File: src/rtl/core/cdg3_pkg.sv
// ----------------------------------------------------------------------------
// cdg3_pkg: shared types and constants for the 3D gradient stencil
// Grid limits, sample and result widths, register codes and the plane store
// address map used by the control and datapath modules.
// ----------------------------------------------------------------------------
package cdg3_pkg;

    // Sample and result widths (Q16.16 in, Q17.16 out)
    localparam int SAMPLE_BITS = 32;
    localparam int GRAD_BITS   = SAMPLE_BITS + 1;

    // Grid limits
    localparam int MAX_Y       = 64;
    localparam int MAX_Z       = 64;
    localparam int SX_BITS     = 16;
    localparam int SY_BITS     = $clog2(MAX_Y + 1);
    localparam int SZ_BITS     = $clog2(MAX_Z + 1);
    localparam int POS_Y_BITS  = $clog2(MAX_Y);
    localparam int POS_Z_BITS  = $clog2(MAX_Z);
    localparam int MIN_EXTENT  = 3;
    localparam int SIZE_RESET  = 64;

    // Plane store: two planes of MAX_Y * MAX_Z samples
    localparam int PLANE_CELLS = MAX_Y * MAX_Z;
    localparam int MEM_DEPTH   = 2 * PLANE_CELLS;
    localparam int ADDR_BITS   = $clog2(MEM_DEPTH);

    // Configuration port
    localparam int CFG_IDX_BITS  = 2;
    localparam int CFG_DATA_BITS = SX_BITS;

    typedef enum logic [CFG_IDX_BITS-1:0] {
        REG_SIZE_X = 2'd0,
        REG_SIZE_Y = 2'd1,
        REG_SIZE_Z = 2'd2
    } cfg_reg_t;

    // Per-beat control from the position counters to the datapath
    typedef struct packed {
        logic [ADDR_BITS-1:0] slot_addr;  // current cell, holds plane i-2
        logic [ADDR_BITS-1:0] ly_addr;    // plane i-1, row j-1
        logic [ADDR_BITS-1:0] uy_addr;    // plane i-1, row j+1
        logic [ADDR_BITS-1:0] zs_addr;    // plane i-1, z stream tap
        logic                 emit;
        logic                 last;
    } step_t;

    // Plane store address of (plane, y, z)
    function automatic logic [ADDR_BITS-1:0] cell_addr(
        input logic                  plane,
        input logic [POS_Y_BITS-1:0] y,
        input logic [POS_Z_BITS-1:0] z
    );
        logic [ADDR_BITS-1:0] a;
        a = ADDR_BITS'(plane) * ADDR_BITS'(PLANE_CELLS)
          + ADDR_BITS'(y) * ADDR_BITS'(MAX_Z)
          + ADDR_BITS'(z);
        return a;
    endfunction

endpackage

File: src/rtl/core/cdg3_diff.sv
// ----------------------------------------------------------------------------
// cdg3_diff: difference stage and result register
// Holds the current sample beside the registered plane store reads, keeps a
// two-beat delay of the z stream tap and forms the three differences.
// ----------------------------------------------------------------------------
module cdg3_diff (
    input  logic                                clk,
    input  logic                                rst_n,
    input  logic                                accept,
    input  logic                                emit,
    input  logic                                last_in,
    input  logic signed [cdg3_pkg::SAMPLE_BITS-1:0] sample,
    input  logic [cdg3_pkg::SAMPLE_BITS-1:0]    lx_rdata,
    input  logic [cdg3_pkg::SAMPLE_BITS-1:0]    ly_rdata,
    input  logic [cdg3_pkg::SAMPLE_BITS-1:0]    uy_rdata,
    input  logic [cdg3_pkg::SAMPLE_BITS-1:0]    zs_rdata,
    output logic                                in_stall,
    output logic                                out_valid,
    input  logic                                out_stall,
    output logic signed [cdg3_pkg::GRAD_BITS-1:0] grad_x,
    output logic signed [cdg3_pkg::GRAD_BITS-1:0] grad_y,
    output logic signed [cdg3_pkg::GRAD_BITS-1:0] grad_z,
    output logic                                last
);

    logic                                s1_emit_reg, s1_emit_next;
    logic                                s1_last_reg;
    logic [cdg3_pkg::SAMPLE_BITS-1:0]    cur_reg;
    logic [cdg3_pkg::SAMPLE_BITS-1:0]    zs_d1_reg;
    logic [cdg3_pkg::SAMPLE_BITS-1:0]    zs_d2_reg;
    logic                                out_valid_reg, out_valid_next;
    logic signed [cdg3_pkg::GRAD_BITS-1:0] grad_x_reg, grad_y_reg, grad_z_reg;
    logic                                last_reg;
    logic signed [cdg3_pkg::GRAD_BITS-1:0] dx, dy, dz;
    logic                                out_ready;
    logic                                load_out;

    // Handshake between stage 1 and the result register
    assign out_ready = !out_valid_reg || !out_stall;
    assign in_stall  = s1_emit_reg && !out_ready;
    assign load_out  = s1_emit_reg && out_ready;

    // Exact differences, lower minus upper, one bit wider than a sample
    assign dx = $signed({lx_rdata[cdg3_pkg::SAMPLE_BITS-1], lx_rdata})
              - $signed({cur_reg[cdg3_pkg::SAMPLE_BITS-1], cur_reg});
    assign dy = $signed({ly_rdata[cdg3_pkg::SAMPLE_BITS-1], ly_rdata})
              - $signed({uy_rdata[cdg3_pkg::SAMPLE_BITS-1], uy_rdata});
    assign dz = $signed({zs_d2_reg[cdg3_pkg::SAMPLE_BITS-1], zs_d2_reg})
              - $signed({zs_rdata[cdg3_pkg::SAMPLE_BITS-1], zs_rdata});

    // Stage 1 occupancy and result valid
    always_comb
    begin
        s1_emit_next = s1_emit_reg;
        if (accept)
        begin
            s1_emit_next = emit;
        end
        else if (out_ready)
        begin
            s1_emit_next = 1'b0;
        end
        out_valid_next = out_valid_reg;
        if (out_ready)
        begin
            out_valid_next = s1_emit_reg;
        end
    end

    always_ff @(posedge clk or negedge rst_n)
    begin
        if (!rst_n)
        begin
            s1_emit_reg   <= 1'b0;
            out_valid_reg <= 1'b0;
        end
        else
        begin
            s1_emit_reg   <= s1_emit_next;
            out_valid_reg <= out_valid_next;
        end
    end

    // Stage 1 payload and z stream delay, shifted once per accepted beat
    always_ff @(posedge clk)
    begin
        if (accept)
        begin
            cur_reg     <= sample;
            s1_last_reg <= last_in;
            zs_d1_reg   <= zs_rdata;
            zs_d2_reg   <= zs_d1_reg;
        end
    end

    // Result register
    always_ff @(posedge clk)
    begin
        if (load_out)
        begin
            grad_x_reg <= dx;
            grad_y_reg <= dy;
            grad_z_reg <= dz;
            last_reg   <= s1_last_reg;
        end
    end

    assign out_valid = out_valid_reg;
    assign grad_x    = grad_x_reg;
    assign grad_y    = grad_y_reg;
    assign grad_z    = grad_z_reg;
    assign last      = last_reg;

    // A pending result in stage 1 is never dropped while the output is blocked
    a_no_loss: assert property (@(posedge clk) disable iff (!rst_n)
        s1_emit_reg && !out_ready |=> s1_emit_reg)
        else $error("stage 1 result lost");

    // A taken result is not shown again unless a new one was waiting
    a_no_repeat: assert property (@(posedge clk) disable iff (!rst_n)
        out_valid_reg && !out_stall && !s1_emit_reg |=> !out_valid_reg)
        else $error("result repeated");

    // A stalled result beat keeps its payload
    a_out_hold: assert property (@(posedge clk) disable iff (!rst_n)
        out_valid_reg && out_stall |=> out_valid_reg && $stable(grad_x_reg)
            && $stable(grad_y_reg) && $stable(grad_z_reg) && $stable(last_reg))
        else $error("stalled result changed");

endmodule

File: config.mk
export PLATFORM = sky130hd
export DESIGN_NAME = cdg3_diff
export DESIGN_NICKNAME = d
export VERILOG_FILES = /design/src/rtl/core/cdg3_pkg.sv /design/src/rtl/core/cdg3_diff.sv
export SDC_FILE = /design/constraint.sdc
export NUM_CORES = 1
export LEC_CHECK = 0
export ABC_AREA = 1
export BUFFER_PORTS_ARGS = -buffer_cell sky130_fd_sc_hd__buf_2
export CAP_MARGIN = 20
export CORE_MARGIN = 1
export CORE_UTILIZATION = 50
export CTS_CLUSTER_SIZE = 10
export DETAILED_ROUTE_END_ITERATION = 7
export GPL_TIMING_DRIVEN = 0
export PLACE_DENSITY = 0.73
export SYNTH_ARGS = -nofsm -noshare
export SYNTH_HDL_FRONTEND = slang
export SYNTH_SLANG_ARGS = --single-unit
File: constraint.sdc
create_clock -name clk -period 13.7 [get_ports clk]
set_input_delay 1.37 -clock clk [delete_from_list [all_inputs] [get_ports clk]]
set_output_delay 1.37 -clock clk [all_outputs]
set_load 0.01 [all_outputs]
== After elaboration in Yosys (flattened, before gate mapping) ==
Index checks and enable logic that the tools add are counted.
Widths: inputs -> output; s select.

* Register bits after elaboration: 199
* Bits of input ports: 166
* Output and inout bits: 102

* Add/subtract/negate cells: 3
* Mux-type cells: 2
* Reduce and logical (&&, ||, !) cells: 7

{| class="wikitable"
|+ Operators by type and width
! cell !! number
|-
| $sub 32x32->33 || 3
|-
| $logic_not 1->1 || 3
|-
| $logic_and 1x1->1 || 2
|-
| $mux 1 || 2
|-
| $reduce_bool 2->1 || 1
|-
| $logic_or 1x1->1 || 1
|}

== Logic depth before layout (Yosys ltp) ==
Gate-level depths: netlist (run 1).

* Word-level depth: 4
* Depth in mapped cells: 14
* Gate-level depth less buffers: 14

== Worst setup path before layout (run 1) ==
No wires, ideal clock.

* Path type: input-to-reg
* Start point: input out_stall
* End point: register grad_x_reg, in the netlist grad_x[0], enable pin
* Library setup time: 0.592 ns
* Data arrival time: 6.217 ns
* Required time: 13.108 ns
* Slack: 6.891 ns
* Stages on the path: 1
* Buffers on the path: 0
* Path through: a21oi_1

* Longest elaborated chain between the ends: 3

{| class="wikitable"
|+ RTL lines
! item !! RTL line !! RTL
|-
| start: declaration || cdg3_diff.sv:19 || <nowiki>input logic out_stall,</nowiki>
|-
| $logic_not 1->1 || cdg3_diff.sv:39 || <nowiki>assign out_ready = !out_valid_reg || !out_stall;</nowiki>
|-
| $logic_or 1x1->1 || cdg3_diff.sv:39 ||
|-
| $logic_and 1x1->1 || cdg3_diff.sv:41 || <nowiki>assign load_out = s1_emit_reg && out_ready;</nowiki>
|-
| end signal: assignment || cdg3_diff.sv:101 || <nowiki>grad_x_reg <= dx;</nowiki>
|-
| end: declaration || cdg3_diff.sv:32 || <nowiki>logic signed [cdg3_pkg::GRAD_BITS-1:0] grad_x_reg, grad_y_reg, grad_z_reg;</nowiki>
|}

Every way passes these cells.
A chain may end at the register's enable or synchronous reset.

== Final worst setup path (run 1) ==
* Start point: input out_stall
* End point: output in_stall

* Longest elaborated chain between the ends: 4

{| class="wikitable"
|+ RTL lines
! item !! RTL line !! RTL
|-
| $logic_not 1->1 || cdg3_diff.sv:39 ||
|-
| $logic_or 1x1->1 || cdg3_diff.sv:39 ||
|-
| $logic_not 1->1 || cdg3_diff.sv:40 || <nowiki>assign in_stall = s1_emit_reg && !out_ready;</nowiki>
|-
| $logic_and 1x1->1 || cdg3_diff.sv:40 ||
|-
| end: declaration || cdg3_diff.sv:17 || <nowiki>output logic in_stall,</nowiki>
|}

Every way passes these cells.

==> results of run 1 <==
==> kinds of logic after synthesis <==
family	share of synthesized area, %
compound gates	2.67
buf+inv	13.1
simple gates	28.7
fa+ha+maj	9.20
xor+xnor	2.87
flops	43.5
==> final timing paths <==
| kind | depth (start not counted) | from | to |
|---|---|---|---|
| worst min register to register | 0 | zs_d1_reg[11]$_DFFE_PP_ | zs_d2_reg[11]$_DFFE_PP_ |
| worst min-delay path | 0 | zs_d1_reg[11]$_DFFE_PP_ | zs_d2_reg[11]$_DFFE_PP_ |
| worst max register to register | 12 | cur_reg[0]$_DFFE_PP_ | grad_x[32]$_DFFE_PP_ |
| worst max-delay path | 4 | out_stall | in_stall |
| max in group asynchronous | 1 | rst_n | out_valid$_DFFE_PN0N_ |
| min in group asynchronous | 1 | rst_n | s1_emit_reg$_DFFE_PN0P_ |
==> through the flow <==
stage | util, % | area [um^2] | hold slack (ps)
detailed placement | 57.8 | 15600 | 405
global route | 60.2 | 16200 | 426
CTS | 60.2 | 16200 | 423
finish | 60.2 | 16200 | 422
floorplan | - | 13700 | 400
global placement | 57.4 | 15500 | 400
==> power by group through the flow <==
stage	clock, mW	combinational (mW)	sequential (mW)
2_1_floorplan	0	0.284	0.784
3_3_place_gp	0	0.432	0.773
3_5_place_dp	0	0.444	0.768
4_1_cts	0.554	0.449	0.754
5_1_grt	0.572	0.511	0.758
6_report	0.544	0.451	0.754
==> cell type report <==
class	instances	area, um^2	area share (%)
sequential	199	5970	36.8
multi-input combinational	1204	5960	36.7
inverter	476	1790	11.0
timing repair buffer	271	1430	8.83
tap	341	427	2.63
clock buffer	17	425	2.62
clock inverter	15	211	1.30
antenna	4	10.0	0.0617
buffer	1	7.51	0.0462
==> cell usage in the layout (no fill, tap or decap), drive strengths merged <==
cell type / n
a21o: 3
nand2: 766
inv: 485
ha: 96
nand4: 12
or2: 4
xor2: 38
diode: 4
nand3: 71
nor2: 126
and2: 6
clkinv: 5
xnor2: 7
dfrtp: 2
a21oi: 62
nor3: 6
fa: 3
buf: 272
o31ai: 1
edfxtp: 197
bufinv: 1
o21bai: 3
clkbuf: 17
==> critical path: stages <==
cell and delay [ps]:
buf_2 120, nand2_1 80, nor2_1 90, buf_2 130
==> routing by layer <==
layer / global-route usage (%) / vias to the layer above
li1: - / 6263
met1: 30.6 / 5421
met2: 41.2 / 377
met3: 3.62 / 52
met4: 6.98 / 0
met5: 0 / -
==> results_dict.tcl, run 1 <==
set metrics [dict create \
    critPathKind "input pin to primary output" \
    fp.dieArea_mm2 0.0281 \
    die_height_um 168 \
    drive_above_1_share_pct 14.9 \
    fin_worst_skew_ps 23.9 \
    routedWlPerCell_um 13.1 \
    yosysUniqueCellTypes 23 \
    power_frac_comb_pct 25.8 \
    setup_viol 0 \
    internal_power_mw 1.17 \
    synth.top_cell.area_share_pct 43.1 \
    met1_length_um 14900 \
    ys_ff_latch 199 \
    clk_pin_slew_ps 70 \
    grt_pass1_wl_um 52700 \
    power_frac_clock_pct 31.1 \
    p_seq_share_pct 43.1 \
    via_per_inst 4.79 \
    numClockSinks 199 \
    dpl.hpwl_um 26700 \
    cts_buffers 17 \
    power_mw 1.75 \
    cts_tree "yes" \
    drc 0 \
    cts_root_buf "clkbuf_16" \
    ys_top_cells_by_area "edfxtp_1 (43%), nand2_1 (21%), inv_1 (13%)" \
    areaGrowthSynthToFinish_pct 18.4 \
    slew_violations 0 \
    routed_wl_um 33200 \
    grt_pass1_vias 11145 \
    synth_commonest_cells "nand2_1 (751), inv_1 (476), edfxtp_1 (197)" \
    wl_met3_um 1670 \
    min_path_type "flip-flop to flip-flop" \
    p_switching_uw 577 \
    first_pass_iters 7 \
    finalHoldViolCount 0 \
    synth_area_mm2 0.0137 \
    synthArstFlopShare_pct 1.01 \
    synth-edff-count 197 \
    wl_met2_um 16000 \
    grt_setup_unrepaired "no" \
    timing.final.crit_period_ps 3160 \
    chipWidth_um 168 \
    first_iter_violations 789 \
    yosysSeqAreaShare_pct 43.5 \
    pre_cts_slack_ps 10330 \
    finalCritPeriodShare_pct 23.1 \
    drv_cap 0 \
    tns_ps 0 \
    dp.cells 2492 \
    syn_inst 1880 \
    post_cts_resized 0 \
    clk_path_buf_depth 2 \
    hold_buffers 0 \
    fin_ws_ps 10540 \
    cp_max_fo 3 \
    outcome "completed" \
    cp.arrival_ps 1790 \
    tightest_slew_ps 977 \
    grt_max_degree 66 \
    coreArea_mm2 0.0270 \
    synth_top_area_cell "edfxtp_1" \
    htreeDepth 4 \
    synth_ff_type "edfxtp_1" \
    initial_utilization_pct 50.9 \
    track_usage_pct 23.8 \
    cp.required_ps 12330 \
    gp_congestion 0.943 \
    stdcell_count 2528 \
    end_kind "primary output" \
    clock_latency_ps 460 \
    drtAntennaViolNets 0 \
    worst_setup_path_start_kind "input pin" \
    power_leakage_nw 9.38 \
    nNetsFinal 2435 \
    synth_warnings 0 \
    reg2reg_slack_ps 11480 \
    post-cts-setup-buffers 0 \
    portBuffers 267 \
    syn_area_per_cell_um2 7.29 \
    antenna_found_initial 4 \
    route.vias.total 12113 \
    peakVddDrop_v 0.0000686 \
    syn-num-nets 2145 \
    rows 60 \
    top_layer_used "met4" \
    fmax_mhz 316 \
    fill_cells 2434 \
    cellPowerDensity_mw_per_mm2 108 \
    slew_headroom_pct 34.7 \
    io_pins 268 \
    yosysMostFrequentCell "nand2_1" \
    grt-ovfl-total 0 \
    switching_share_pct 33.0 \
]
Note: power is estimated with default switching activity, not from simulation.
==> inputs of run 2 (changes only) <==
- clock period: 13.7 -> 2.95 ns (I/O delays scaled with it)
==> run 2 against run 1 <==
Against the previous run: sequential share of layout area down 0.059 points; combinational power increased to 4.6 times the previous value; highest routed layer unchanged; via count decreased by 0.93%; non-clock buffer count increased by 2; clock-buffer cell count unchanged; critical endpoint is now grad_x[32]$_DFFE_PP_; largest cell class unchanged; worst setup slack worse by 9800 ps.
==> results_dict.tcl, run 2 (same netlist as run 1, synthesis figures left out) <==
set metrics [dict create \
    fmax_mhz 444 \
    portBuffers 267 \
    layout_common_cells "nand2_1 (751), inv_1 (476), buf_2 (266), edfxtp_1 (197), nor2_1 (125)" \
    drive_above_1_share_pct 15.0 \
    tns_ps 0 \
    reg2reg_slack_ps 700 \
    numClockSinks 199 \
    worst_r2r_startpoint "cur_reg[0]$_DFFE_PP_" \
    reg2reg_to "grad_x[32]$_DFFE_PP_" \
    r2r_cells 12 \
    slew_headroom_pct 43.5 \
    fin_ws_ps 696 \
    peakVddDrop_v 0.000297 \
    first_iter_violations 757 \
    hold_end "cur_reg[27]$_DFFE_PP_" \
    die_height_um 168 \
    finalCritPeriodShare_pct 76.4 \
    coreArea_mm2 0.0270 \
    nNetsFinal 2437 \
    cp.arrival_ps 2460 \
    min-delay-start "sample[27]" \
    worst_setup_path_start_kind "flip-flop" \
    initial_utilization_pct 50.9 \
    place_area_mm2 0.0156 \
    clk_pin_slew_ps 90 \
    setup_viol 0 \
    final_util_pct 60.3 \
    cellPowerDensity_mw_per_mm2 493 \
    hold_buffers 1 \
    end_kind "flip-flop" \
    slew_violations 0 \
    grt_setup_unrepaired "no" \
    clock_latency_ps 440 \
    grt_pass1_vias 11133 \
    via_per_inst 4.74 \
    rows 60 \
    tightest_slew_ps 846 \
    outcome "completed" \
    clk_path_buf_depth 2 \
    power_leakage_nw 9.39 \
    multi_input_area_mm2 0.00596 \
    track_usage_pct 23.7 \
    fill_cells 2516 \
    routed_wl_um 33200 \
    min_path_type "input pin to flip-flop" \
    fin_worst_skew_ps 18.1 \
    cts_root_buf "clkbuf_16" \
    final_area_mm2 0.0163 \
    power_mw 8.02 \
    grt_pass1_wl_um 52400 \
    cp.required_ps 3160 \
    critPathKind "flip-flop to flip-flop" \
    finalHoldViolCount 0 \
    fin_hold_ws_ps 23.2 \
    startpoint "cur_reg[0]$_DFFE_PP_" \
    drv_cap 0 \
    cp_max_fo 3 \
    cts_tree "yes" \
    htreeDepth 4 \
    chipWidth_um 168 \
    timing.final.crit_period_ps 2250 \
    post_cts_resized 0 \
    seq_area_mm2 0.00597 \
    first_pass_iters 5 \
    pre_cts_slack_ps 682 \
    fp.dieArea_mm2 0.0281 \
    gp_congestion 0.913 \
    grt-ovfl-total 0 \
    antenna_found_initial 5 \
    route.vias.total 12000 \
    drc 0 \
    post-cts-setup-buffers 0 \
    grt_max_degree 56 \
    cts_buffers 17 \
    wl_met3_um 1330 \
    drtAntennaViolNets 0 \
    stdcell_count 2532 \
    io_pins 268 \
    final_common_cell "nand2_1" \
    wl_met2_um 15900 \
    routedWlPerCell_um 13.1 \
    met1_length_um 15200 \
    dp.cells 2493 \
    top_layer_used "met4" \
    min_delay_path_depth 1 \
    areaGrowthSynthToFinish_pct 18.6 \
    dpl.hpwl_um 27300 \
]
## run 2: cell types whose count changed in the layout (fill, tap and decap cells not counted)
cell           change
buf_12             -1
inv_12             -1
inv_8              +1
clkinvlp_4         +1
buf_16             +2
bufinv_16          -1
diode_2            +2
clkinv_4           +1
dlygate4sd3_1      +1
clkinv_2           -1
## run 2: worst max-delay path by stage
| stage | end | slack (ps) | depth (start not counted) |
|---|---|---|---|
| detailed placement | grad_x[32]$_DFFE_PP_ | 680 | 14 |
| finish | grad_x[32]$_DFFE_PP_ | 700 | 12 |
| floorplan | grad_x[0]$_DFFE_PP_ | 370 | 1 |
| global placement | grad_x[32]$_DFFE_PP_ | -440 | 1 |
| global route | grad_x[20]$_DFFE_PP_ | 560 | 12 |
| CTS | grad_x[32]$_DFFE_PP_ | 700 | 12 |
## run 2: metal layers
layer / up-vias / track usage, %
met3: 47 / 2.93
li1: 6288 / -
met5: - / 0
met1: 5384 / 30.6
met4: 0 / 9.09
met2: 281 / 40.6
## run 2: where the power goes
group,internal [mW],switching [mW]
Clock,1.17,1.26
Sequential,3.44,0.0588
Combinational,0.757,1.34
Total,5.37,2.65
## run 2: worst max-delay path: stages, from the launching register on
cell	delay [ps]
edfxtp_1	390
ha_1	240
fa_1	430
inv_1	130
nand2_1	60
nand2_1	80
nand3_1	90
nand2_1	150
nand2_1	80
nand2_2	120
nand2_1	120
nand3_1	90
nand2_1	60
## run 2: area by class of cell
| cell class | count | share of cell area (%) |
|---|---|---|
| Clock inverter | 15 | 1.15 |
| Multi-Input combinational cell | 1204 | 36.7 |
| Timing Repair Buffer | 273 | 9.10 |
| Inverter | 476 | 11.0 |
| Antenna cell | 6 | 0.0924 |
| Tap cell | 341 | 2.62 |
| Clock buffer | 17 | 2.62 |
| Buffer | 1 | 0.0462 |
| Sequential cell | 199 | 36.7 |
