--- config.mk ---
export PLATFORM = sky130hd
export DESIGN_NAME = cdg3_ctrl
export DESIGN_NICKNAME = d
export VERILOG_FILES = /design/src/rtl/core/cdg3_pkg.sv /design/src/rtl/core/cdg3_ctrl.sv
export SDC_FILE = /design/constraint.sdc
export NUM_CORES = 1
export LEC_CHECK = 0
export ABC_CLOCK_PERIOD_IN_PS = 4300
export BUFFER_PORTS_ARGS = -buffer_cell sky130_fd_sc_hd__buf_2
export CAP_MARGIN = 20
export CORE_ASPECT_RATIO = 0.75
export CORE_UTILIZATION = 39
export CTS_CLUSTER_SIZE = 16
export DETAILED_ROUTE_END_ITERATION = 12
export PLACE_DENSITY_LB_ADDON = 0.08
export SLEW_MARGIN = 20
export SYNTH_ARGS = -nofsm -noshare
export SYNTH_HDL_FRONTEND = slang
export SYNTH_SLANG_ARGS = --single-unit
--- constraint.sdc ---
create_clock -name clk -period 4.3 [get_ports clk]
set_clock_uncertainty 0.2 [all_clocks]
set_input_delay 0.215 -clock clk [delete_from_list [all_inputs] [get_ports clk]]
set_output_delay 0.215 -clock clk [all_outputs]
set_load 0.03 [all_outputs]
--- src/rtl/core/cdg3_pkg.sv ---
// ----------------------------------------------------------------------------
// cdg3_pkg: shared types and constants for the 3D gradient stencil
// Grid limits, sample and result widths, register codes and the plane store
// address map used by the control and datapath modules.
// ----------------------------------------------------------------------------
package cdg3_pkg;

    // Sample and result widths (Q16.16 in, Q17.16 out)
    localparam int SAMPLE_BITS = 32;
    localparam int GRAD_BITS   = SAMPLE_BITS + 1;

    // Grid limits
    localparam int MAX_Y       = 64;
    localparam int MAX_Z       = 64;
    localparam int SX_BITS     = 16;
    localparam int SY_BITS     = $clog2(MAX_Y + 1);
    localparam int SZ_BITS     = $clog2(MAX_Z + 1);
    localparam int POS_Y_BITS  = $clog2(MAX_Y);
    localparam int POS_Z_BITS  = $clog2(MAX_Z);
    localparam int MIN_EXTENT  = 3;
    localparam int SIZE_RESET  = 64;

    // Plane store: two planes of MAX_Y * MAX_Z samples
    localparam int PLANE_CELLS = MAX_Y * MAX_Z;
    localparam int MEM_DEPTH   = 2 * PLANE_CELLS;
    localparam int ADDR_BITS   = $clog2(MEM_DEPTH);

    // Configuration port
    localparam int CFG_IDX_BITS  = 2;
    localparam int CFG_DATA_BITS = SX_BITS;

    typedef enum logic [CFG_IDX_BITS-1:0] {
        REG_SIZE_X = 2'd0,
        REG_SIZE_Y = 2'd1,
        REG_SIZE_Z = 2'd2
    } cfg_reg_t;

    // Per-beat control from the position counters to the datapath
    typedef struct packed {
        logic [ADDR_BITS-1:0] slot_addr;  // current cell, holds plane i-2
        logic [ADDR_BITS-1:0] ly_addr;    // plane i-1, row j-1
        logic [ADDR_BITS-1:0] uy_addr;    // plane i-1, row j+1
        logic [ADDR_BITS-1:0] zs_addr;    // plane i-1, z stream tap
        logic                 emit;
        logic                 last;
    } step_t;

    // Plane store address of (plane, y, z)
    function automatic logic [ADDR_BITS-1:0] cell_addr(
        input logic                  plane,
        input logic [POS_Y_BITS-1:0] y,
        input logic [POS_Z_BITS-1:0] z
    );
        logic [ADDR_BITS-1:0] a;
        a = ADDR_BITS'(plane) * ADDR_BITS'(PLANE_CELLS)
          + ADDR_BITS'(y) * ADDR_BITS'(MAX_Z)
          + ADDR_BITS'(z);
        return a;
    endfunction

endpackage

--- src/rtl/core/cdg3_ctrl.sv ---
// ----------------------------------------------------------------------------
// cdg3_ctrl: extent registers, raster position counters, address generation
// Tracks the (x, y, z) position of the next sample, decides whether the beat
// closes an interior point and builds the plane store addresses.
// ----------------------------------------------------------------------------
module cdg3_ctrl (
    input  logic                             clk,
    input  logic                             rst_n,
    input  logic                             cfg_we,
    input  logic [cdg3_pkg::CFG_IDX_BITS-1:0]  cfg_index,
    input  logic [cdg3_pkg::CFG_DATA_BITS-1:0] cfg_data,
    input  logic                             accept,
    output cdg3_pkg::step_t                  step
);

    logic [cdg3_pkg::SX_BITS-1:0]    size_x_reg, size_x_next;
    logic [cdg3_pkg::SY_BITS-1:0]    size_y_reg, size_y_next;
    logic [cdg3_pkg::SZ_BITS-1:0]    size_z_reg, size_z_next;
    logic [cdg3_pkg::SX_BITS-1:0]    pos_x_reg, pos_x_next;
    logic [cdg3_pkg::POS_Y_BITS-1:0] pos_y_reg, pos_y_next;
    logic [cdg3_pkg::POS_Z_BITS-1:0] pos_z_reg, pos_z_next;

    logic [cdg3_pkg::SX_BITS-1:0] sx_use;
    logic [cdg3_pkg::SY_BITS-1:0] sy_use;
    logic [cdg3_pkg::SZ_BITS-1:0] sz_use;
    logic [cdg3_pkg::SY_BITS-1:0] j_ext;
    logic [cdg3_pkg::SZ_BITS-1:0] k_ext;
    logic [cdg3_pkg::SX_BITS:0]   i_inc;
    logic                         x_end, y_end, z_end;
    logic                         interior;
    logic                         prev_plane;

    // Extents in use, clamped to the supported range
    always_comb
    begin
        sx_use = size_x_reg;
        if (size_x_reg < cdg3_pkg::SX_BITS'(cdg3_pkg::MIN_EXTENT))
        begin
            sx_use = cdg3_pkg::SX_BITS'(cdg3_pkg::MIN_EXTENT);
        end
        sy_use = size_y_reg;
        if (size_y_reg < cdg3_pkg::SY_BITS'(cdg3_pkg::MIN_EXTENT))
        begin
            sy_use = cdg3_pkg::SY_BITS'(cdg3_pkg::MIN_EXTENT);
        end
        else if (size_y_reg > cdg3_pkg::SY_BITS'(cdg3_pkg::MAX_Y))
        begin
            sy_use = cdg3_pkg::SY_BITS'(cdg3_pkg::MAX_Y);
        end
        sz_use = size_z_reg;
        if (size_z_reg < cdg3_pkg::SZ_BITS'(cdg3_pkg::MIN_EXTENT))
        begin
            sz_use = cdg3_pkg::SZ_BITS'(cdg3_pkg::MIN_EXTENT);
        end
        else if (size_z_reg > cdg3_pkg::SZ_BITS'(cdg3_pkg::MAX_Z))
        begin
            sz_use = cdg3_pkg::SZ_BITS'(cdg3_pkg::MAX_Z);
        end
    end

    // Row, column and volume ends
    assign j_ext = cdg3_pkg::SY_BITS'(pos_y_reg);
    assign k_ext = cdg3_pkg::SZ_BITS'(pos_z_reg);
    assign i_inc = (cdg3_pkg::SX_BITS + 1)'(pos_x_reg) + 1'b1;
    assign z_end = (k_ext + 1'b1) >= sz_use;
    assign y_end = (j_ext + 1'b1) >= sy_use;
    assign x_end = i_inc >= (cdg3_pkg::SX_BITS + 1)'(sx_use);

    // Interior test for the point one plane back
    assign interior = (pos_x_reg >= cdg3_pkg::SX_BITS'(2))
                   && (pos_y_reg != '0) && ((j_ext + 2'd2) <= sy_use)
                   && (pos_z_reg != '0) && ((k_ext + 2'd2) <= sz_use);

    assign prev_plane = ~pos_x_reg[0];

    // Addresses and flags for this beat; the z stream tap reads (j, k+1),
    // and at the row end it reads the head of the next row so that the
    // two-beat delayed copy supplies the lower z neighbor at k = 1.
    always_comb
    begin
        step.slot_addr = cdg3_pkg::cell_addr(pos_x_reg[0], pos_y_reg, pos_z_reg);
        step.ly_addr   = cdg3_pkg::cell_addr(prev_plane, pos_y_reg - 1'b1, pos_z_reg);
        step.uy_addr   = cdg3_pkg::cell_addr(prev_plane, pos_y_reg + 1'b1, pos_z_reg);
        if (z_end)
        begin
            step.zs_addr = cdg3_pkg::cell_addr(prev_plane, pos_y_reg + 1'b1, '0);
        end
        else
        begin
            step.zs_addr = cdg3_pkg::cell_addr(prev_plane, pos_y_reg, pos_z_reg + 1'b1);
        end
        step.emit = interior;
        step.last = interior && (i_inc == (cdg3_pkg::SX_BITS + 1)'(sx_use))
                 && ((j_ext + 2'd2) == sy_use) && ((k_ext + 2'd2) == sz_use);
    end

    // Register writes and counter advance
    always_comb
    begin
        size_x_next = size_x_reg;
        size_y_next = size_y_reg;
        size_z_next = size_z_reg;
        pos_x_next  = pos_x_reg;
        pos_y_next  = pos_y_reg;
        pos_z_next  = pos_z_reg;
        if (accept)
        begin
            if (z_end)
            begin
                pos_z_next = '0;
                if (y_end)
                begin
                    pos_y_next = '0;
                    pos_x_next = x_end ? '0 : i_inc[cdg3_pkg::SX_BITS-1:0];
                end
                else
                begin
                    pos_y_next = pos_y_reg + 1'b1;
                end
            end
            else
            begin
                pos_z_next = pos_z_reg + 1'b1;
            end
        end
        if (cfg_we)
        begin
            case (cfg_index)
                cdg3_pkg::REG_SIZE_X:
                begin
                    size_x_next = cfg_data[cdg3_pkg::SX_BITS-1:0];
                    pos_x_next  = '0;
                    pos_y_next  = '0;
                    pos_z_next  = '0;
                end
                cdg3_pkg::REG_SIZE_Y:
                begin
                    size_y_next = cfg_data[cdg3_pkg::SY_BITS-1:0];
                    pos_x_next  = '0;
                    pos_y_next  = '0;
                    pos_z_next  = '0;
                end
                cdg3_pkg::REG_SIZE_Z:
                begin
                    size_z_next = cfg_data[cdg3_pkg::SZ_BITS-1:0];
                    pos_x_next  = '0;
                    pos_y_next  = '0;
                    pos_z_next  = '0;
                end
                default:
                begin
                    size_x_next = size_x_reg;
                end
            endcase
        end
    end

    always_ff @(posedge clk or negedge rst_n)
    begin
        if (!rst_n)
        begin
            size_x_reg <= cdg3_pkg::SX_BITS'(cdg3_pkg::SIZE_RESET);
            size_y_reg <= cdg3_pkg::SY_BITS'(cdg3_pkg::SIZE_RESET);
            size_z_reg <= cdg3_pkg::SZ_BITS'(cdg3_pkg::SIZE_RESET);
            pos_x_reg  <= '0;
            pos_y_reg  <= '0;
            pos_z_reg  <= '0;
        end
        else
        begin
            size_x_reg <= size_x_next;
            size_y_reg <= size_y_next;
            size_z_reg <= size_z_next;
            pos_x_reg  <= pos_x_next;
            pos_y_reg  <= pos_y_next;
            pos_z_reg  <= pos_z_next;
        end
    end

    // Position always inside the extents in use, also across register writes
    a_pos_x_range: assert property (@(posedge clk) disable iff (!rst_n)
        pos_x_reg < sx_use)
        else $error("x position beyond extent");

    a_pos_y_range: assert property (@(posedge clk) disable iff (!rst_n)
        j_ext < sy_use)
        else $error("y position beyond extent");

    a_pos_z_range: assert property (@(posedge clk) disable iff (!rst_n)
        k_ext < sz_use)
        else $error("z position beyond extent");

endmodule

## Yosys cells after proc, flatten, opt, wreduce, memory -nomap -nowiden

Index checks and enable logic that the tools add are counted.

| storage, ports and cells | value |
|---|---|
| word-level logic and storage cells | 74 |
| register bits | 58 |
| bits of input ports | 22 |

| operators by class | value |
|---|---|
| add/sub/neg operators | 16 |
| eq/ne operators | 5 |
| muxes and demuxes | 21 |
| bitwise gates (word level) | 1 |
| order comparisons | 11 |
| reductions and logical operators | 14 |

Operators with widths:

| kind | number |
|---|---|
| $mux W16 | 7 |
| $mux W6 | 9 |
| $add A13 B12 Y13 | 4 |
| $add A13 B6 Y13 | 4 |
| $mux W7 | 4 |
| $add A16 B1 Y17 const B | 1 |
| $eq A17 B16 Y1 | 1 |
| $ge A17 B16 Y1 | 1 |
| $ge A16 B2 Y1 const B | 1 |
| $lt A16 B2 Y1 const B | 1 |
| $add A6 B1 Y7 const B | 2 |
| $add A6 B2 Y7 const B | 2 |
| $eq A7 B7 Y1 | 2 |
| $ge A7 B7 Y1 | 2 |
| $gt A7 B7 Y1 const B | 2 |
| $le A7 B7 Y1 | 2 |
| $lt A7 B2 Y1 const B | 2 |
| $mux W13 | 1 |
| $add A6 B1 Y6 const B | 2 |
| $reduce_bool A6 Y1 | 2 |
| $logic_and A1 B1 Y1 | 7 |
| $reduce_and A2 Y1 | 3 |
| $sub A6 B1 Y6 const B | 1 |
| $reduce_or A3 Y1 | 1 |
| other kinds (4) | 4 |

## Depth between registers and ports, before layout

Gate-level depths: netlist (run 1).

| logic depth | value |
|---|---|
| word-level depth | 10 |
| depth in mapped cells | 12 |
| gate-level depth less buffers | 12 |

## Worst setup path before layout (run 1)

OpenSTA, ideal clock, no wires.

| timing | value |
|---|---|
| path kind | reg-to-reg |
| start | register pos_y_reg[3] (netlist name) |
| end | register pos_y_reg[4] (netlist name) |
| slack | 0.610 ns |
| stages on the path, launching flop included | 12 |
| library setup time | 0.078 ns |
| required time | 4.022 ns |
| data arrival time | 3.412 ns |
| path through | dfrtp_1 clkbuf_1 nand4_1 xnor2_1 ha_1 a21o_1 a21oi_1 o21ai_1 or2_0 buf_2 or4_1 a21oi_1 |

| between the ends | value |
|---|---|
| word-level cells in the longest chain between the ends | 7 |
| elaborated cells on any way between the ends | 8 |

RTL lines:

| item | RTL line | source |
|---|---|---|
| start, declared | cdg3_ctrl.sv:20 | `logic [cdg3_pkg::POS_Y_BITS-1:0] pos_y_reg, pos_y_next;` |
| start signal, assigned | cdg3_ctrl.sv:175 | `pos_y_reg <= pos_y_next;` |
| $add A6 B1 Y7 | cdg3_ctrl.sv:66 | `assign y_end = (j_ext + 1'b1) >= sy_use;` |
| $ge A7 B7 Y1 | cdg3_ctrl.sv:66 |  |
| $mux W6 * | cdg3_ctrl.sv:111 | `if (y_end)` |
| $mux W6 * | cdg3_ctrl.sv:108 | `if (z_end)` |
| $mux W6 * | cdg3_ctrl.sv:106 | `if (accept)` |
| $mux W6 | cdg3_ctrl.sv:128 | `case (cfg_index)` |
| $mux W6 * | cdg3_ctrl.sv:126 | `if (cfg_we)` |
| via pos_y_next (one bit) | cdg3_ctrl.sv:20 |  |

Mark *: on every way through the listed nets, which the timed path passes. The rest lies on a longest branch.
A chain may end at the register's enable or synchronous reset.

==> results of run 1 <==
==> routing by layer <==
layer	routed length, um	track usage [%]	share of wire (%)
met1	7250	36.3	55
met2	5040	28.7	38
met3	756	5.31	5.7
met4	210	6.24	1.6
met5	0	0	0
==> metrics by stage <==
stage,hold WS [ns],area [um2]
2_1_floorplan,-0.281,4680
3_3_place_gp,-0.191,5100
3_5_place_dp,-0.191,5100
4_1_cts,0.0291,5590
5_1_grt,0.0700,5590
6_report,0.0431,5590
==> power by group <==
| part | leakage [uW] | switching (uW) | total (uW) | internal, uW |
|---|---|---|---|---|
| logic | 0.00173 | 456 | 715 | 259 |
| clock network | 0.000145 | 257 | 736 | 479 |
| registers | 0.000746 | 58.2 | 668 | 609 |
| total | 0.00263 | 772 | 2120 | 1350 |
==> logic make-up after synthesis <==
group / Yosys count / share of synthesized area [%]
AO/OA/AOI/OAI: 108 / 15.5
XOR/XNOR: 37 / 6.93
adder cells (fa/ha/maj): 54 / 14.5
buffers and inverters: 72 / 7.57
flip-flops: 58 / 31.1
multiplexers: 16 / 3.85
AND/OR/NAND/NOR: 182 / 20.6
==> area by class of cell <==
type                       instances  area [um2]  share of cell area [%]
clock buffer                      12         256                    4.59
timing repair buffer             104         638                    11.4
tap                              162         203                    3.63
inverter                          30         113                    2.02
multi-input combinational        397        2870                    51.4
sequential                        58        1460                    26.0
clock inverter                     4        50.0                   0.896
==> worst min-delay path, delay by kind of cell <==
family	cells	cell delay, ns
buffers and inverters	1	0.17
and+or+nand+nor	1	0.08
AOI/OAI and AO/OA	1	0.05
==> cells in the final DEF (no fill, tap or decap), drive strengths merged, types with 2 or more instances in the layout <==
master       Yosys  final
and2             9      9
a31oi            2      2
nand3b           2      2
clkbuf          14     12
nor2            22     22
o211ai           2      2
nor3            11     11
mux2            16     16
clkinvlp         0      2
nor3b            2      2
a2111oi          5      5
a211oi           2      2
nand2           49     49
a21o             8      8
xnor2           21     21
nand2b           6      6
a41o             2      2
nor4            16     16
nor2b            3      3
nand4           20     20
dfrtp           55     55
a21oi           37     37
buf             28     86
dlygate4sd3      0     18
dfstp            3      3
and3             8      8
o21a             7      7
nand3           23     23
ha              54     54
o21ai           40     40
or4              2      2
inv             30     30
and4             6      6
xor2            16     16
==> worst paths after layout <==
kind,startpoint,depth (start not counted),endpoint,slack (ns)
hold reg to reg,size_z_reg[1],1,size_z_reg[1],0.33
min in group asynchronous,rst_n,2,size_z_reg[6],0.17
setup reg to reg,pos_x_reg[0],12,pos_x_reg[4],0.53
setup / recovery,pos_z_reg[0],9,step[3],0.42
hold / removal,accept,3,pos_z_reg[2],0.04
max in group asynchronous,rst_n,3,pos_x_reg[5],3.00
==> repair_timing <==
action | in CTS | in global routing
setup endpoints to repair | 0 | 0
hold buffers | 18 | 0
hold endpoints to repair | 86 | 0
buffers inserted | 0 | 0
==> impl_results.md, run 1 <==
- Count of antenna-violating nets left after detailed routing: 0
- Number of standard cells after synthesis: about 530
- Number of buffer cells added on primary ports: 75
- Number of register bits inferred by synthesis: 58
- Worst skew pair latency: 0.33 ns
- CP startpoint kind: flop
- Relative area change from synthesis to final layout: 19.5%
- Clock tree root buffer cell: sky130_fd_sc_hd__clkbuf_16
- Detail-routed net length per standard cell: 17.3 um
- Setup slack of the critical path after layout: 0.415 ns
- Most common library cells after synthesis: 55 x sky130_fd_sc_hd__dfrtp_1, 54 x sky130_fd_sc_hd__ha_1, 49 x sky130_fd_sc_hd__nand2_1
- Average footprint of a synthesized cell: 8.87 um2
- Final hold violation count: 0
- Number of max-slew violations in the final report: 0
- Initial antenna violation count: 0
- Sequential share of the synthesized area: a little under a third
- Number of distinct library cell variants in the gate-level netlist after synthesis: 48
- Crit-path max FO: 13
- Pin slew with the least headroom to its limit: between 0.9 and 1 ns
- HPWL Detailed: 10000 um
- Sink Count: 58
- CTS H-tree lvls: 3
- Final setup violation count: 0
- Critical path cell sequence: inv_1, ha_1, ha_1, a2111oi_2, o21ai_0, a21oi_2, buf_4, and2_1, buf_2
- PnR Total Power: roughly 2100 uW
- Warnings from Yosys: 0
- Peak ir drop on the vdd network: 0.205 mV
- Kind of capture point of the worst setup path: primary output
- Die area: 12400 um2
- Crit path largest cell delay: around 0.55 ns
- Cell class contributing the biggest share of worst-path delay: compound AO/OA/AOI/OAI gates
- Longest Clk Path Bufs: 2
- Top-count cell post-synth: sky130_fd_sc_hd__dfrtp_1
- Via count of the first global-routing pass: 4003
- Result of the run: finished clean
- Number of cells after detailed placement: 733
- Fraction of synthesized cell area taken by the top area cell type: 29.4%
- Post-layout util: 47.9%
- Overflow left after global routing: 0
- TritonCTS clock tree: done
- Critical Setup Path Class: reg2out
- Number of flops mapped to enable cells by yosys: 0
- Share of the clock period used by the worst path: 90.3%
- Global routing usage summed across all routing layers: 22.5%
- Proportion of register bits with asynchronous set or reset after synthesis: 100%
- Cell type of the slowest stage on the worst timing path: sky130_fd_sc_hd__a21oi_2
- Placer Congestion: 0.864
- Iter 0 DRT Violations: 325
- Die span in y: 96.8 um
- Top cell type by total area after synthesis: sky130_fd_sc_hd__dfrtp_1
- CP Buf/Inv Count: 3
- Layout cells sized above 1: between 20% and 30%
- Overall die width: 128 um
- Register clock-pin slew on the reported worst setup and hold paths: 0.05 ns
- Final routed wirelength across all metal layers: 13300 um
- Leakage: 0.00263 uW
- Filler-free cell count of the finished design: 767
- Max Fclk: about 260 MHz
- Reported max-cap violation count: 0
- Worst relative slew slack: 35.9%
- Area of the mapped netlist: about 4700 um2
- Total Neg Setup Slack: 0 ns
- Total power per unit cell area: 379 nW/um2
- Resize count post-CTS: 0
- Core outline area: about 12000 um2
- Antenna diodes: 0
- Drt pass-1 iters: 5
- Period minus WS final: 3.88 ns
- Syn_nets: 603
- Critical path's most frequent cell: sky130_fd_sc_hd__ha_1
- DRC Markers: 0
- Worst hold path class: in2reg
- Number of fillers in the final layout: around 1200
- Arrival time at the worst endpoint: 3.47 ns
- RSZ-0062 raised after global routing: no
- Required arrival time at the worst endpoint: around 3.9 ns
- Starting density of the core: 40.1%
- Number of placed I/O pins: 76
- Number of nets in the finished design: 676
- Minimum setup slack after placement: 0.572 ns
- Global-route wire length before repair: roughly 22000 um
- Standard-cell row count: 34
- Clock buffers created by TritonCTS: 9
- Number of vias after detailed routing: 4130
- Cell types occupying the most area after synthesis: sky130_fd_sc_hd__dfrtp_1 29%, sky130_fd_sc_hd__ha_1 14%, sky130_fd_sc_hd__o21ai_0 4.2%, sky130_fd_sc_hd__nand2_1 3.9%, sky130_fd_sc_hd__xnor2_1 3.9%
- Post-detailed-route via-to-cell ratio: 5.38
- Largest net degree at the start of global routing: between 50 and 60
- Synth Flop Type: sky130_fd_sc_hd__dfrtp_1
Power figures use the tool's default switching activity.
==> run 2: changes to the inputs <==
==> constraint.sdc (replaced) <==
create_clock -name clk -period 4.3 [get_ports clk]
set_clock_uncertainty 0.2 [all_clocks]
set_input_delay 0.215 -clock clk [delete_from_list [all_inputs] [get_ports clk]]
set_output_delay 0.215 -clock clk [all_outputs]
set_load 0.1 [all_outputs]
==> impl_results.md, run 2 (synthesis gave the netlist of run 1 again) <==
- Result of the run: finished clean
- Critical path cell sequence: ha_1, and3_1, and3_1, nand4_1, xnor2_1, ha_1, nand3_1, nor3_2, nand4_1, nor3_4, buf_2
- Worst hold endpoint: pos_z_reg[4]
- CTS H-tree lvls: 3 (unchanged)
- Final setup violation count: 0 (unchanged)
- Worst relative slew slack: 29.9% (-6.0 points)
- Internal cell power: 1270 uW (-5.7%)
- Net switching fraction of the power: 46.2% (+9.7 points)
- Clock power frac: 28.6% (-6.1 points)
- Worst reg2reg path endpoint: pos_x_reg[3]
- Wire length on met2: 5130 um (+1.9%)
- Register clock-pin slew on the reported worst setup and hold paths: 0.06 ns (about the same)
- HPWL Detailed: 9590 um (-4.3%)
- Number of nets in the finished design: 671 (-0.74%)
- Core outline area: 11700 um2 (unchanged)
- Number of fillers in the final layout: 1135 (-2.2%)
- Die area: 12400 um2 (unchanged)
- Kind of capture point of the worst setup path: primary output
- Leakage: 0.00265 uW (+0.75%)
- CP startpoint kind: flop
- Reported max-cap violation count: 0 (unchanged)
- Switching power total: 1090 uW (+41%)
- Hold path start: accept
- Starting density of the core: 40.1% (unchanged)
- RSZ-0062 raised after global routing: no
- Number of setup buffers added after CTS: 0 (unchanged)
- DRC Markers: 0 (unchanged)
- Final routed wirelength across all metal layers: 12700 um (-4.1%)
- PnR Total Power: 2360 uW (+11%)
- Standard-cell row count: 34 (unchanged)
- Setup slack on the worst flop-to-flop path: 0.61 ns (+0.08 ns)
- Total power per unit cell area: 417 nW/um2 (+10%)
- Filler-free cell count of the finished design: 762 (-0.65%)
- Worst hold slack across all endpoints: 0.0361 ns (-0.00701 ns)
- Max Fclk: 250 MHz (-2.8%)
- Global routing usage summed across all routing layers: 21.4% (-1.1 points)
- Worst hold path class: in2reg
- Gate power share: 43.1% (+9.3 points)
- Initial antenna violation count: 0 (unchanged)
- Iter 0 DRT Violations: 324 (-0.31%)
- Required arrival time at the worst endpoint: 3.88 ns (about the same)
- Final hold violation count: 0 (unchanged)
- Met3 routed wirelength: 604 um (-20%)
- DRT met1 WL: 6850 um (-5.5%)
- R2r startpoint: pos_x_reg[0]
- Number of placed I/O pins: 76 (unchanged)
- Overflow left after global routing: 0 (unchanged)
- Total Neg Setup Slack: 0 ns (unchanged)
- Post-detailed-route via-to-cell ratio: 5.28 (-1.9%)
- TritonCTS clock tree: done
- Die span in y: 96.8 um (unchanged)
- Via count of the first global-routing pass: 3892 (-2.8%)
- Number of buffer cells added on primary ports: 75 (unchanged)
- R2R depth: 12 (unchanged)
- Layout cells sized above 1: 24.3% (+2.3 points)
- Worst skew pair latency: 0.34 ns (about the same)
- Share of total power in sequential cells: 28.3% (-3.2 points)
- Relative area change from synthesis to final layout: 20.9%
- Clock tree root buffer cell: sky130_fd_sc_hd__clkbuf_16
- Number of vias after detailed routing: 4024 (-2.6%)
- Number of cells after detailed placement: 729 (-0.55%)
- Antenna diodes: 0 (unchanged)
- Longest Clk Path Bufs: 2 (unchanged)
- Largest net degree at the start of global routing: 40 (-30%)
- Cell type of the slowest stage on the worst timing path: sky130_fd_sc_hd__buf_2
- Hold depth: 3 (unchanged)
- Crit-path max FO: 7 (-6)
- Number of max-slew violations in the final report: 0 (unchanged)
- Period minus WS final: 4.00 ns (+0.113 ns)
- Peak ir drop on the vdd network: 0.290 mV (+42%)
- Most common cell after layout, fill and taps aside: sky130_fd_sc_hd__buf_2
- Top sig layer: met4
- Global-route wire length before repair: 20500 um (-4.7%)
- Critical Setup Path Class: reg2out
- Placer Congestion: 0.875 (+1.3%)
- Clock buffers created by TritonCTS: 9 (unchanged)
- Top library cells by usage in the layout, fill and taps aside: 75 x sky130_fd_sc_hd__buf_2, 53 x sky130_fd_sc_hd__ha_1, 52 x sky130_fd_sc_hd__dfrtp_1
- Detail-routed net length per standard cell: 16.7 um (-3.5%)
- Count of antenna-violating nets left after detailed routing: 0 (unchanged)
- Crit path largest cell delay: 0.45 ns (-0.10 ns)
- Sink Count: 58 (unchanged)
- Share of the clock period used by the worst path: 93.0% (+2.6 points)
- Pin slew with the least headroom to its limit: 1.05 ns (+0.0898 ns)
- Overall die width: 128 um (unchanged)
- Drt pass-1 iters: 5 (unchanged)
- Arrival time at the worst endpoint: 3.58 ns (+0.11 ns)
==> run 2: cell types whose count changed in the layout (fill, tap and decap cells not counted), sizes merged <==
cell	change
buf	-4
bufinv	-1
clkbuf	-2
clkinv	+1
clkinvlp	+2
dlygate4sd3	-1
==> run 2: repair_timing <==
action / in CTS / in global routing
resized for setup: 0 / 0
hold endpoints to repair: 66 / 0
hold buffers: 17 / 0
==> run 2: metal layers <==
layer  GRT usage [%]  up-vias
met2            29.2      100
met1            33.2     1908
met3            4.81       13
met5               0        -
met4            5.70        0
li1                -     2003
==> run 2: metrics by stage <==
stage          setup WS, ns  util, %  cell area, um2
5_1_grt              0.0620     48.5            5650
4_1_cts               0.269     48.5            5650
2_1_floorplan        0.0499        -            4810
6_report              0.302     48.5            5650
3_5_place_dp          0.636     44.6            5200
3_3_place_gp          0.699     44.6            5200
==> run 2: worst max-delay path by stage <==
stage	startpoint	to	slack [ns]	cells past startpoint
after global routing	pos_x_reg[0]	step[0]	0.06	11
final	pos_x_reg[0]	step[0]	0.30	11
after global placement	pos_y_reg[2]	pos_x_reg[14]	0.70	11
after detailed placement	pos_y_reg[2]	pos_x_reg[3]	0.64	11
after floorplan	pos_y_reg[1]	pos_y_reg[4]	0.05	11
after CTS	pos_x_reg[0]	step[0]	0.27	11
==> run 2: area by class of cell <==
cell class | count | area (um2) | area share, %
Clock inverter | 6 | 41.3 | 0.730
Inverter | 30 | 116 | 2.06
Clock buffer | 10 | 239 | 4.23
Timing Repair Buffer | 99 | 598 | 10.6
Multi-Input combinational cell | 397 | 3000 | 53.0
Sequential cell | 58 | 1460 | 25.8
Tap cell | 162 | 203 | 3.58
==> run 2: worst max-delay path, delay by kind of cell, from the launching register on <==
kind | cells | cell delay (ns)
adder cells (fa/ha/maj) | 2 | 0.59
AND/OR/NAND/NOR | 7 | 1.58
XOR/XNOR | 1 | 0.18
buffers and inverters | 1 | 0.45
flip-flops | 1 | 0.44
==> run 2: power by group through the flow <==
stage,clock network [uW],registers (uW),logic (uW)
3_5_place_dp,0,677,1010
2_1_floorplan,0,712,779
5_1_grt,716,679,1100
6_report,674,668,1020
3_3_place_gp,0,676,995
4_1_cts,692,668,1020
==> run 3: changes to the inputs <==
--- a/config.mk
+++ b/config.mk
@@ -13,6 +13,7 @@
 export CTS_CLUSTER_SIZE = 16
 export DETAILED_ROUTE_END_ITERATION = 12
 export PLACE_DENSITY_LB_ADDON = 0.08
+export REMOVE_ABC_BUFFERS = 1
 export SLEW_MARGIN = 20
 export SYNTH_ARGS = -nofsm -noshare
 export SYNTH_HDL_FRONTEND = slang
==> impl_results.md, run 3 (synthesis gave the netlist of run 1 again) <==
- Period minus WS final: 4.03 ns (+0.0286 ns)
- CP Buf/Inv Count: 1 (unchanged)
- Clock tree root buffer cell: sky130_fd_sc_hd__clkbuf_16
- HPWL Detailed: 9990 um (+4.1%)
- Reported max-cap violation count: 0 (unchanged)
- Worst relative slew slack: 30.8% (+0.92 points)
- Number of nets in the finished design: 675 (+0.60%)
- Number of placed I/O pins: 76 (unchanged)
- Number of fillers in the final layout: 1197 (+5.5%)
- Total power per unit cell area: 444 nW/um2 (+6.3%)
- Switching power total: 1090 uW (+0.18%)
- Critical Setup Path Class: reg2out
- Instance area at placement: 5100 um2 (-2.0%)
- Core outline area: 11700 um2 (unchanged)
- Longest Clk Path Bufs: 2 (unchanged)
- Max Fclk: 248 MHz (-0.71%)
- Global routing usage summed across all routing layers: 22.6% (+1.1 points)
- Share of total power in sequential cells: 27.0% (-1.3 points)
- Area taken by flip-flops and latches: 1460 um2 (-0.26%)
- Antenna diodes: 0 (unchanged)
- Critical path cell sequence: ha_1, and3_1, and3_1, nand4_1, xnor2_1, ha_1, nand3_1, nor3_2, nand4_1, nor3_1, buf_2
- Net switching fraction of the power: 44.0% (-2.2 points)
- Layout cells sized above 1: 22.0% (-2.3 points)
- Leakage: 0.00263 uW (-0.55%)
- TritonCTS clock tree: done
- Cell type of the slowest stage on the worst timing path: sky130_fd_sc_hd__dfrtp_1
- Required arrival time at the worst endpoint: 3.88 ns (about the same)
- Top library cells by usage in the layout, fill and taps aside: 75 x sky130_fd_sc_hd__buf_2, 55 x sky130_fd_sc_hd__dfrtp_1, 54 x sky130_fd_sc_hd__ha_1
- Die area: 12400 um2 (unchanged)
- Clock power frac: 31.5% (+2.9 points)
- Arrival time at the worst endpoint: 3.61 ns (+0.03 ns)
- Number of buffer cells added on primary ports: 75 (unchanged)
- Placer Congestion: 0.853 (-2.5%)
- RSZ-0062 raised after global routing: no
- Resize count post-CTS: 0 (unchanged)
- Register clock-pin slew on the reported worst setup and hold paths: 0.05 ns (about the same)
- Worst skew pair latency: 0.33 ns (about the same)
- Design Area, Final: 5590 um2 (-1.1%)
- Relative area change from synthesis to final layout: 19.6%
- Crit path largest cell delay: 0.46 ns (about the same)
- Total Neg Setup Slack: 0 ns (unchanged)
- Number of max-slew violations in the final report: 0 (unchanged)
- Detail-routed net length per standard cell: 17.3 um (+3.6%)
- Clock buffers created by TritonCTS: 9 (unchanged)
- Standard-cell row count: 34 (unchanged)
- Number of setup buffers added after CTS: 0 (unchanged)
- Most common cell after layout, fill and taps aside: sky130_fd_sc_hd__buf_2
- Peak ir drop on the vdd network: 0.235 mV (-19%)
- Cell class contributing the biggest share of worst-path delay: simple AND/OR/NAND/NOR gates
- Overflow left after global routing: 0 (unchanged)
- Multi-input logic area: 2870 um2 (-4.2%)
- Number of vias after detailed routing: 4091 (+1.7%)
- Final hold violation count: 0 (unchanged)
- Post-layout util: 48.0% (-0.55 points)
- Worst hold path class: in2reg
- Pin slew with the least headroom to its limit: 1.04 ns (-0.0137 ns)
- Global-route wire length before repair: 21500 um (+4.8%)
- DRC Markers: 0 (unchanged)
- Overall die width: 128 um (unchanged)
- Largest net degree at the start of global routing: 59 (+48%)
- Starting density of the core: 40.1% (unchanged)
- Initial antenna violation count: 0 (unchanged)
- Die span in y: 96.8 um (unchanged)
- CTS H-tree lvls: 3 (unchanged)
- Final routed wirelength across all metal layers: 13200 um (+4.2%)
- Final setup violation count: 0 (unchanged)
- Result of the run: finished clean
- Worst hold slack across all endpoints: 0.0549 ns (+0.0188 ns)
- Crit-path max FO: 7 (unchanged)
- PnR Total Power: 2480 uW (+5.1%)
- Iter 0 DRT Violations: 231 (-29%)
- Gate power share: 41.5% (-1.6 points)
- Drt pass-1 iters: 4 (-1)
- Post-detailed-route via-to-cell ratio: 5.34 (+1.1%)
- Kind of capture point of the worst setup path: primary output
- CP startpoint kind: flop
- Internal cell power: 1390 uW (+9.3%)
- Via count of the first global-routing pass: 3971 (+2.0%)
- Share of the clock period used by the worst path: 93.7% (+0.67 points)
- Sink Count: 58 (unchanged)
- Number of hold-repair buffers added at the cts stage: 17 (unchanged)
- Count of antenna-violating nets left after detailed routing: 0 (unchanged)
==> run 3: worst paths after layout <==
path                               start            end  slack (ns)  depth (start not counted)
max in group asynchronous          rst_n   pos_z_reg[2]        2.99                          3
min in group asynchronous          rst_n   pos_y_reg[0]        0.36                          3
min                               accept   pos_z_reg[2]        0.05                          3
max reg2reg                 pos_x_reg[0]   pos_x_reg[4]        0.57                         12
min reg2reg                size_x_reg[6]  size_x_reg[6]        0.32                          2
max                         pos_x_reg[0]        step[0]        0.27                         11
==> run 3: final cells by class <==
cell class | count | area share (%)
clock inverters | 5 | 1.39
inverters | 30 | 2.01
well taps | 162 | 3.63
flip-flops and latches | 58 | 26.0
clock buffers | 11 | 4.34
repair buffers | 103 | 11.2
multi-input cells | 397 | 51.4
==> run 3: through the flow <==
stage	std cells	setup WS, ns
floorplan	485	-2.54
global placement	733	0.706
detailed placement	733	0.618
CTS	766	0.247
global route	766	0.0594
finish	766	0.273
==> run 3: power groups by stage <==
stage	clock [uW]	sequential, uW	combinational, uW
floorplan	0	783	655
global placement	0	676	1010
detailed placement	0	678	1020
CTS	797	669	1030
global route	822	678	1110
finish	781	669	1030
==> run 3: worst register-to-register path, stage by stage (launching register included) <==
cell and delay [ns]:
sky130_fd_sc_hd__dfrtp_1 0.46, sky130_fd_sc_hd__ha_1 0.29, sky130_fd_sc_hd__and3_1 0.25, sky130_fd_sc_hd__and3_1 0.22, sky130_fd_sc_hd__nand4_1 0.19, sky130_fd_sc_hd__xnor2_1 0.18
sky130_fd_sc_hd__ha_1 0.30, sky130_fd_sc_hd__nand3_1 0.11, sky130_fd_sc_hd__nor3_2 0.36, sky130_fd_sc_hd__a41o_1 0.28, sky130_fd_sc_hd__a211oi_4 0.06, sky130_fd_sc_hd__nor3_4 0.52
sky130_fd_sc_hd__nor4_1 0.15
==> run 3: per-layer routing <==
layer | up-vias | part of all wire, % | GRT usage (%)
met3 | 15 | 4.9 | 4.04
li1 | 2018 | - | -
met4 | 0 | 1.0 | 6.15
met2 | 111 | 42 | 31.4
met5 | - | 0 | 0
met1 | 1947 | 52 | 35.0
